==> config.mk <==
export PLATFORM = sky130hd
export DESIGN_NAME = bounded_list_engine
export DESIGN_NICKNAME = d
export VERILOG_FILES = /design/src/hw/rtl/ble_pkg.sv /design/src/hw/rtl/bounded_list_engine.sv /design/src/hw/rtl/ble_store.sv
export SDC_FILE = /design/constraint.sdc
export NUM_CORES = 1
export LEC_CHECK = 0
export ABC_CLOCK_PERIOD_IN_PS = 7200
export BUFFER_PORTS_ARGS = -buffer_cell sky130_fd_sc_hd__buf_4
export CORE_MARGIN = 8
export CORE_UTILIZATION = 47
export DETAILED_ROUTE_END_ITERATION = 12
export GPL_TIMING_DRIVEN = 0
export HOLD_SLACK_MARGIN = 0.05
export PLACE_DENSITY_LB_ADDON = 0.2
export SYNTH_ARGS = -nofsm -noshare
export SYNTH_HDL_FRONTEND = slang
export SYNTH_SLANG_ARGS = --single-unit
==> constraint.sdc <==
create_clock -name clock -period 7.2 [get_ports clock]
set_input_delay 0 -clock clock [delete_from_list [all_inputs] [get_ports clock]]
set_output_delay 0 -clock clock [all_outputs]
set_load 0.005 [all_outputs]
==> src/hw/rtl/ble_pkg.sv <==
package ble_pkg;

   localparam int KIND_W = 4;
   localparam int VALUE_W = 32;
   localparam int STATUS_W = 3;

   localparam logic [KIND_W-1:0] KIND_INS_HEAD = 4'd0;
   localparam logic [KIND_W-1:0] KIND_INS_TAIL = 4'd1;
   localparam logic [KIND_W-1:0] KIND_INS_POS  = 4'd2;
   localparam logic [KIND_W-1:0] KIND_DEL_HEAD = 4'd3;
   localparam logic [KIND_W-1:0] KIND_DEL_TAIL = 4'd4;
   localparam logic [KIND_W-1:0] KIND_DEL_POS  = 4'd5;
   localparam logic [KIND_W-1:0] KIND_DEL_KEY  = 4'd6;
   localparam logic [KIND_W-1:0] KIND_SEARCH   = 4'd7;
   localparam logic [KIND_W-1:0] KIND_REVERSE  = 4'd8;
   localparam logic [KIND_W-1:0] KIND_DUMP     = 4'd9;

   localparam logic [STATUS_W-1:0] ST_OK     = 3'd0;
   localparam logic [STATUS_W-1:0] ST_EMPTY  = 3'd1;
   localparam logic [STATUS_W-1:0] ST_BADPOS = 3'd2;
   localparam logic [STATUS_W-1:0] ST_NOKEY  = 3'd3;
   localparam logic [STATUS_W-1:0] ST_FULL   = 3'd4;

   // sequencer states
   typedef enum logic [9:0] {
      S_IDLE   = 10'b0000000001,
      S_RD_A   = 10'b0000000010,
      S_WT_A   = 10'b0000000100,
      S_MOVE   = 10'b0000001000,
      S_SCAN   = 10'b0000010000,
      S_REV_B  = 10'b0000100000,
      S_REV_W  = 10'b0001000000,
      S_DUMP   = 10'b0010000000,
      S_FINISH = 10'b0100000000,
      S_PUT    = 10'b1000000000
   } state_type;

endpackage

==> src/hw/rtl/bounded_list_engine.sv <==
// shifting inserts/deletes and reverse walk the store one entry at a time
//   through its single registered read port
// throughput: one operation at a time, busy stays high through the final beat
// dump gives one beat per entry, one per cycle after each read
// reset: synchronous active high, clears count and sequencer; no store clear
// the receiver cannot stall, rsp_valid marks each beat for one cycle
module bounded_list_engine #(
   parameter int DEPTH = 16
) (
   input  logic                                clock,
   input  logic                                reset,
   input  logic                                start,
   output logic                                busy,
   input  logic [ble_pkg::KIND_W-1:0]          req_kind,
   input  logic signed [ble_pkg::VALUE_W-1:0]  req_value,
   input  logic [$clog2(DEPTH+1)-1:0]          req_position,
   output logic                                rsp_valid,
   output logic [ble_pkg::STATUS_W-1:0]        rsp_status,
   output logic [$clog2(DEPTH)-1:0]            rsp_index_out,
   output logic signed [ble_pkg::VALUE_W-1:0]  rsp_entry_value,
   output logic [$clog2(DEPTH+1)-1:0]          rsp_length,
   output logic                                rsp_last
);

   localparam int IDX_W = $clog2(DEPTH);
   localparam int CNT_W = $clog2(DEPTH+1);
   localparam logic [CNT_W-1:0] DEPTH_C = CNT_W'(DEPTH);

   ble_pkg::state_type state_ff, state_in;
   logic [CNT_W-1:0] count_ff, count_in;
   logic [ble_pkg::KIND_W-1:0] kind_ff, kind_in;
   logic [ble_pkg::VALUE_W-1:0] val_ff, val_in;
   // walking pointers: i forward (backward for inserts), j backward
   logic [CNT_W-1:0] i_ff, i_in, j_ff, j_in, end_ff, end_in;
   logic [ble_pkg::VALUE_W-1:0] hold_ff, hold_in;
   logic [ble_pkg::STATUS_W-1:0] st_ff, st_in;
   logic [IDX_W-1:0] idx_ff, idx_in;
   logic ins_ff, ins_in;

   logic rv_ff, rv_in, rl_ff, rl_in;
   logic [ble_pkg::STATUS_W-1:0] rs_ff, rs_in;
   logic [IDX_W-1:0] ri_ff, ri_in;
   logic [ble_pkg::VALUE_W-1:0] re_ff, re_in;
   logic [CNT_W-1:0] rc_ff, rc_in;

   logic wr_en;
   logic [IDX_W-1:0] wr_addr, rd_addr;
   logic [ble_pkg::VALUE_W-1:0] wr_data, rd_data;

   ble_store #(.DEPTH(DEPTH), .IDX_W(IDX_W)) u_store (
      .clock, .wr_en, .wr_addr, .wr_data, .rd_addr, .rd_data
   );

   // sequencer
   always_comb begin
      state_in = state_ff; count_in = count_ff; kind_in = kind_ff; val_in = val_ff;
      i_in = i_ff; j_in = j_ff; end_in = end_ff; hold_in = hold_ff;
      st_in = st_ff; idx_in = idx_ff; ins_in = ins_ff;
      rv_in = 1'b0; rl_in = 1'b0; rs_in = rs_ff; ri_in = ri_ff; re_in = re_ff;
      rc_in = rc_ff;
      wr_en = 1'b0; wr_addr = i_ff[IDX_W-1:0]; wr_data = hold_ff;
      rd_addr = i_ff[IDX_W-1:0];
      case (state_ff)
         ble_pkg::S_IDLE: begin
            // the last beat still in the output register keeps busy high
            if (start && !rv_ff) begin
               kind_in = req_kind; val_in = req_value;
               st_in = ble_pkg::ST_OK; idx_in = '0; state_in = ble_pkg::S_FINISH;
               case (req_kind)
                  ble_pkg::KIND_INS_HEAD, ble_pkg::KIND_INS_TAIL,
                  ble_pkg::KIND_INS_POS: begin
                     if (count_ff >= DEPTH_C) st_in = ble_pkg::ST_FULL;
                     else if (req_kind == ble_pkg::KIND_INS_POS &&
                              req_position > count_ff) st_in = ble_pkg::ST_BADPOS;
                     else begin
                        // shift up from the tail down to the target slot
                        ins_in = 1'b1;
                        end_in = (req_kind == ble_pkg::KIND_INS_HEAD) ? '0 :
                                 (req_kind == ble_pkg::KIND_INS_TAIL) ? count_ff :
                                 req_position;
                        i_in = count_ff;
                        state_in = ble_pkg::S_MOVE;
                     end
                  end
                  ble_pkg::KIND_DEL_HEAD, ble_pkg::KIND_DEL_TAIL,
                  ble_pkg::KIND_DEL_POS: begin
                     if (count_ff == '0) st_in = ble_pkg::ST_EMPTY;
                     else if (req_kind == ble_pkg::KIND_DEL_TAIL)
                        count_in = count_ff - 1'b1;
                     else if (req_kind == ble_pkg::KIND_DEL_POS &&
                              req_position >= count_ff) st_in = ble_pkg::ST_BADPOS;
                     else begin
                        ins_in = 1'b0;
                        i_in = (req_kind == ble_pkg::KIND_DEL_HEAD) ? '0 : req_position;
                        state_in = ble_pkg::S_MOVE;
                     end
                  end
                  ble_pkg::KIND_DEL_KEY, ble_pkg::KIND_SEARCH: begin
                     if (count_ff == '0) st_in = (req_kind == ble_pkg::KIND_DEL_KEY) ?
                                                 ble_pkg::ST_EMPTY : ble_pkg::ST_NOKEY;
                     else begin
                        i_in = '0; state_in = ble_pkg::S_RD_A;
                     end
                  end
                  ble_pkg::KIND_REVERSE: begin
                     if (count_ff > CNT_W'(1)) begin
                        i_in = '0; j_in = count_ff - 1'b1; state_in = ble_pkg::S_RD_A;
                     end
                  end
                  ble_pkg::KIND_DUMP: begin
                     if (count_ff == '0) st_in = ble_pkg::ST_EMPTY;
                     else begin
                        i_in = '0; state_in = ble_pkg::S_RD_A;
                     end
                  end
                  default: ;
               endcase
            end
         end
         // address issued this cycle, data next
         ble_pkg::S_RD_A: begin
            rd_addr = i_ff[IDX_W-1:0];
            state_in = ble_pkg::S_WT_A;
            if (kind_ff == ble_pkg::KIND_DUMP) state_in = ble_pkg::S_DUMP;
            else if (kind_ff == ble_pkg::KIND_REVERSE) state_in = ble_pkg::S_REV_B;
            else state_in = ble_pkg::S_SCAN;
         end
         ble_pkg::S_SCAN: begin
            if (rd_data == val_ff) begin
               idx_in = i_ff[IDX_W-1:0];
               if (kind_ff == ble_pkg::KIND_DEL_KEY) begin
                  ins_in = 1'b0; state_in = ble_pkg::S_MOVE; idx_in = '0;
               end else state_in = ble_pkg::S_FINISH;
            end else if (i_ff + 1'b1 >= count_ff) begin
               st_in = ble_pkg::ST_NOKEY; state_in = ble_pkg::S_FINISH;
            end else begin
               i_in = i_ff + 1'b1; rd_addr = i_in[IDX_W-1:0];
               state_in = ble_pkg::S_SCAN;
            end
            if (state_in == ble_pkg::S_SCAN) rd_addr = i_in[IDX_W-1:0];
         end
         // one shift step: read neighbor, then write it in S_WT_A
         ble_pkg::S_MOVE: begin
            if (ins_ff) begin
               if (i_ff == end_ff) begin
                  wr_en = 1'b1; wr_data = val_ff;
                  count_in = count_ff + 1'b1; state_in = ble_pkg::S_FINISH;
               end else begin
                  rd_addr = IDX_W'(i_ff - 1'b1); state_in = ble_pkg::S_WT_A;
               end
            end else begin
               if (i_ff + 1'b1 >= count_ff) begin
                  count_in = count_ff - 1'b1; state_in = ble_pkg::S_FINISH;
               end else begin
                  rd_addr = IDX_W'(i_ff + 1'b1); state_in = ble_pkg::S_WT_A;
               end
            end
         end
         ble_pkg::S_WT_A: begin
            wr_en = 1'b1; wr_data = rd_data;
            i_in = ins_ff ? i_ff - 1'b1 : i_ff + 1'b1;
            state_in = ble_pkg::S_MOVE;
         end
         // reverse: hold a[i], read a[j]
         ble_pkg::S_REV_B: begin
            hold_in = rd_data; rd_addr = j_ff[IDX_W-1:0];
            state_in = ble_pkg::S_REV_W;
         end
         ble_pkg::S_REV_W: begin
            wr_en = 1'b1; wr_addr = i_ff[IDX_W-1:0]; wr_data = rd_data;
            state_in = ble_pkg::S_PUT;
         end
         ble_pkg::S_PUT: begin
            wr_en = 1'b1; wr_addr = j_ff[IDX_W-1:0]; wr_data = hold_ff;
            i_in = i_ff + 1'b1; j_in = j_ff - 1'b1;
            if (i_ff + 1'b1 >= j_ff - 1'b1 || i_ff + 1'b1 > j_ff - 1'b1)
               state_in = ble_pkg::S_FINISH;
            else begin
               rd_addr = i_in[IDX_W-1:0]; state_in = ble_pkg::S_REV_B;
            end
            if (j_ff - i_ff <= CNT_W'(2)) state_in = ble_pkg::S_FINISH;
         end
         // one beat per entry, next read overlapped
         ble_pkg::S_DUMP: begin
            rv_in = 1'b1; rs_in = ble_pkg::ST_OK; ri_in = i_ff[IDX_W-1:0];
            re_in = rd_data; rc_in = count_ff;
            rl_in = (i_ff + 1'b1 == count_ff);
            i_in = i_ff + 1'b1; rd_addr = i_in[IDX_W-1:0];
            state_in = rl_in ? ble_pkg::S_IDLE : ble_pkg::S_DUMP;
         end
         ble_pkg::S_FINISH: begin
            rv_in = 1'b1; rl_in = 1'b1; rs_in = st_ff; ri_in = idx_ff;
            re_in = '0; rc_in = count_ff; state_in = ble_pkg::S_IDLE;
         end
         default: state_in = ble_pkg::S_IDLE;
      endcase
      if (state_ff == ble_pkg::S_MOVE && ins_ff) wr_addr = i_ff[IDX_W-1:0];
      if (state_ff == ble_pkg::S_WT_A) wr_addr = i_ff[IDX_W-1:0];
   end

   always_ff @(posedge clock) begin
      if (reset) begin
         state_ff <= ble_pkg::S_IDLE;
         count_ff <= '0;
         rv_ff <= 1'b0;
      end else begin
         state_ff <= state_in;
         count_ff <= count_in;
         rv_ff <= rv_in;
      end
      kind_ff <= kind_in; val_ff <= val_in; i_ff <= i_in; j_ff <= j_in;
      end_ff <= end_in; hold_ff <= hold_in; st_ff <= st_in; idx_ff <= idx_in;
      ins_ff <= ins_in; rl_ff <= rl_in; rs_ff <= rs_in; ri_ff <= ri_in;
      re_ff <= re_in; rc_ff <= rc_in;
   end

   assign busy = (state_ff != ble_pkg::S_IDLE) || rv_ff;
   assign rsp_valid = rv_ff;
   assign rsp_status = rs_ff;
   assign rsp_index_out = ri_ff;
   assign rsp_entry_value = re_ff;
   assign rsp_length = rc_ff;
   assign rsp_last = rl_ff;

endmodule

==> src/hw/rtl/ble_store.sv <==
module ble_store #(
   parameter int DEPTH = 16,
   parameter int IDX_W = 4
) (
   input  logic                        clock,
   input  logic                        wr_en,
   input  logic [IDX_W-1:0]            wr_addr,
   input  logic [ble_pkg::VALUE_W-1:0] wr_data,
   input  logic [IDX_W-1:0]            rd_addr,
   output logic [ble_pkg::VALUE_W-1:0] rd_data
);

   logic [ble_pkg::VALUE_W-1:0] mem_ff [DEPTH];
   logic [ble_pkg::VALUE_W-1:0] rd_data_ff;

   // single write port, registered read port
   always_ff @(posedge clock) begin
      if (wr_en) begin
         mem_ff[wr_addr] <= wr_data;
      end
      rd_data_ff <= mem_ff[rd_addr];
   end

   assign rd_data = rd_data_ff;

endmodule

==> impl_metrics.env <==
export IMPL_crit_start="i_ff[1]"
export IMPL_syn_avg_cell_area_um2=14.5
export IMPL_netlist_area_um2=28700
export IMPL_cts_tree="done"
export IMPL_post_cts_buffers=0
export IMPL_cpMaxStageDelayCell="clkbuf_1"
export IMPL_timing_rr_end="u_store.rd_data[28]"
export IMPL_worstMarginPinSlew_ps=1080
export IMPL_period_share=0.852
export IMPL_yosys_most_used_dff="edfxtp_1"
export IMPL_drv_cap=0
export IMPL_syn_nets=2047
export IMPL_worst_setup_path_end_kind="flip-flop"
export IMPL_gp_congestion=0.874
export IMPL_synthSimpleGateAreaFrac=0.0866
export IMPL_rows=90
export IMPL_die_y_um=263
export IMPL_grt_antenna_before_repair=0
export IMPL_rsz0062_at_grt="no"
export IMPL_clock_skew_ps=33.6
export IMPL_whs_ps=99.0
export IMPL_placed_cell_area_um2=30900
export IMPL_drtIter0Drc=1849
export IMPL_hold_path_class="in -> reg"
export IMPL_ff2ff_path_depth=15
export IMPL_io_buffers=89
export IMPL_vias=18400
export IMPL_clk_pin_slew_ps=60
export IMPL_grt_pass1_vias=18100
export IMPL_dieArea_um2=69200
export IMPL_grt_overflow=0
export IMPL_cts_resized=0
export IMPL_netlist_instances=1980
export IMPL_r2r_start="i_ff[1]"
export IMPL_grt_max_degree=26
export IMPL_setup_violations=0
export IMPL_cp_start_kind="flip-flop"
export IMPL_worst_path_max_fanout=10
export IMPL_cts_buffers=75
export IMPL_drive_gt1_frac=0.129
export IMPL_vias_per_cell=6.03
export IMPL_synthAdderAreaFrac=0.0103
export IMPL_status="completed"
export IMPL_p_int_mw=6.99
export IMPL_firstDrtPassIters=5
export IMPL_n_antenna_cell=0
export IMPL_synth_xor_xnor_area_share=0.0192
export IMPL_synth_top_family_by_area="compound AO/OA/AOI/OAI gates"
export IMPL_dp_cells=2873
export IMPL_synth_compound_gate_area_share=0.0906
export IMPL_final_core_util=0.560
export IMPL_gr_usage_all_layers=0.232
export IMPL_ys_seq_elements=696
export IMPL_clock_power_share=0.418
export IMPL_grt_pass1_wl_mm=120
export IMPL_maxSlewHeadroom=0.269
export IMPL_layout_min_cycle_time_ps=6130
export IMPL_p_seq_frac=0.501
export IMPL_endpoint="u_store.rd_data[28]"
export IMPL_clockRootBuffer="clkbuf_16"
export IMPL_cts_sinks=696
export IMPL_hold_violations=0
export IMPL_synth_edf_count=647
export IMPL_ir_worst_vdd_v=0.000177
export IMPL_max_freq_mhz=163
export IMPL_synthArstFlopShare=0
export IMPL_area_growth_pct=17.8
export IMPL_clk_latency_ps=630
export IMPL_synth_distinct_cells=73
export IMPL_coreArea_um2=60400
export IMPL_dpl_hpwl_mm=53.9
export IMPL_comb_power_share=0.081
export IMPL_max_stage_delay_ps=750
export IMPL_drt_wirelength_per_cell_um=27.0
export IMPL_critPathArrivalTime_ps=6630
export IMPL_initial_core_util=0.475
export IMPL_criticalPathCategory="reg -> reg"
export IMPL_leakage_nw=12.0
export IMPL_muxShareOfSynthArea=0.0606
export IMPL_cts_hold_buf=44
export IMPL_drv_slew=0
export IMPL_die_w_um=263
export IMPL_p_per_area_nw_per_um2=270
export IMPL_worstPathCellList="clkbuf_1 > inv_1 > ha_1 > ha_1 > a211oi_1 > a2111oi_4 > a21oi_2 > nand3_1 > a221o_1 > a211oi_2 > nor2_1 > nand2_1 > clkbuf_1 > o22ai_1 > a211o_1"
export IMPL_ys_warnings_count=0
export IMPL_route_detailed_drc=0
export IMPL_stdcell_area_um2=33800
export IMPL_worstHoldStart="req_value[27]"
export IMPL_cts_max_level=3
export IMPL_ys_seq_area_frac=0.712
export IMPL_instances_no_fill=3055
export IMPL_nets=2279
export IMPL_worstPathRequired_ps=7700
export IMPL_drt_antenna_violating_nets=0
export IMPL_totalWireLength_mm=82.4
export IMPL_rrSetupSlack_ps=1070
export IMPL_cts_buffer_depth=3
export IMPL_num_io_pins=91
export IMPL_p_switching_mw=2.12
export IMPL_switching_share=0.233
synth_stat cells (all sizes together) (3+ instances only):
library cell | number | share of area
a31o | 3 | 0.00092
mux2i | 167 | 0.058
nor2 | 64 | 0.0084
o31ai | 5 | 0.0013
nand3b | 3 | 0.00079
o221ai | 7 | 0.0021
a21oi | 61 | 0.011
a21o | 3 | 0.00079
edfxtp | 647 | 0.68
dfxtp | 49 | 0.034
nand4 | 5 | 0.0011
a31oi | 9 | 0.0020
mux2 | 6 | 0.0024
nand2b | 8 | 0.0017
xnor2 | 22 | 0.0070
inv | 26 | 0.0034
nand3 | 27 | 0.0047
o22ai | 32 | 0.0070
a21boi | 3 | 0.00079
a211o | 33 | 0.010
buf | 40 | 0.0076
a22oi | 66 | 0.017
nor2b | 6 | 0.0013
a32oi | 67 | 0.020
and3 | 42 | 0.0092
o21a | 6 | 0.0016
o21ai | 25 | 0.0044
and2 | 43 | 0.0094
nor3 | 17 | 0.0030
nor3b | 4 | 0.0012
nand4b | 3 | 0.00092
nand2 | 269 | 0.035
xor2 | 40 | 0.012
a211oi | 5 | 0.0018
nor4 | 17 | 0.0041
a221oi | 5 | 0.0015
or3 | 11 | 0.0024
o31a | 5 | 0.0015
ha | 22 | 0.0096
clkbuf | 77 | 0.010
cells by family after synthesis:
kind of cell	count (synthesis)
simple gates	530
fa+ha+maj	23
buf+inv	143
flops	696
mux	173
compound gates	353
xor+xnor	62
power by group through the flow:
stage,Combinational (mW),Clock [mW],Sequential (mW)
2_1_floorplan,0.426,0,4.60
3_3_place_gp,0.693,0,4.65
3_5_place_dp,0.709,0,4.65
5_1_grt,0.780,4.04,4.57
4_1_cts,0.733,3.87,4.57
6_report,0.737,3.81,4.57
worst min path at each step:
stage | endpoint | slack [ps] | cells past startpoint
global route | val_ff[27] | 80 | 2
finish | val_ff[27] | 100 | 2
detailed placement | val_ff[18] | 180 | 1
global placement | val_ff[15] | 180 | 1
CTS | val_ff[13] | 70 | 2
floorplan | kind_ff[0] | 100 | 0
critical path, delay by kind of cell (launching register included):
family,cells,cell delay [ps]
fa+ha+maj,2,870
flops,1,540
buf+inv,3,1470
simple gates,3,750
compound gates,7,2380
registers in the layout, summed over array words and instances (netlist names), 10 cells and up:
name and flops:
u_store.mem_ff 512, hold_ff 32, rsp_entry_value 32, u_store.rd_data 32
val_ff 32, state_ff 10
cells in the final DEF, fill, tap and decap left out, types with 16 or more instances in the layout:
| cell | netlist | final |
|---|---|---|
| buf_2 | 30 | 30 |
| ha_1 | 22 | 22 |
| o21ai_0 | 23 | 23 |
| mux2i_1 | 167 | 167 |
| a22oi_1 | 66 | 66 |
| a211o_1 | 33 | 33 |
| and3_1 | 42 | 42 |
| nand2_1 | 269 | 268 |
| nor2_4 | 0 | 16 |
| edfxtp_1 | 647 | 647 |
| buf_4 | 2 | 91 |
| clkbuf_16 | 0 | 77 |
| o22ai_1 | 32 | 32 |
| dlygate4sd3_1 | 0 | 44 |
| xor2_1 | 40 | 40 |
| xnor2_1 | 21 | 21 |
| nand3_1 | 27 | 27 |
| inv_1 | 24 | 23 |
| nor2_1 | 64 | 48 |
| and2_1 | 43 | 43 |
| dfxtp_1 | 49 | 49 |
| a21oi_1 | 60 | 60 |
| a32oi_1 | 67 | 67 |
| clkbuf_1 | 77 | 99 |
| nor3_1 | 17 | 17 |
layer usage:
metal,routed length [um],track usage
met5,0,0
met4,3810,0.105
met3,6620,0.0484
met2,38600,0.378
met1,33400,0.300
metrics by stage:
stage / setup WS, ps / power, mW / TNS (ps)
after global routing: 945 / 9.39 / 0
final: 1070 / 9.11 / 0
after CTS: 1180 / 9.17 / 0
after floorplan: 2130 / 5.03 / 0
after global placement: -1130 / 5.34 / -33170
after detailed placement: 1220 / 5.36 / 0
final cells by class:
type,instances,area (um2)
Inverter,26,97.6
Sequential cell,696,20400
Multi-Input combinational cell,1141,7800
Timing Repair Buffer,155,1550
Clock inverter,30,322
Clock buffer,108,2130
Fill cell,4764,26600
Buffer,117,507
Tap cell,782,978
No activity file was read; power rests on OpenSTA's default activity.
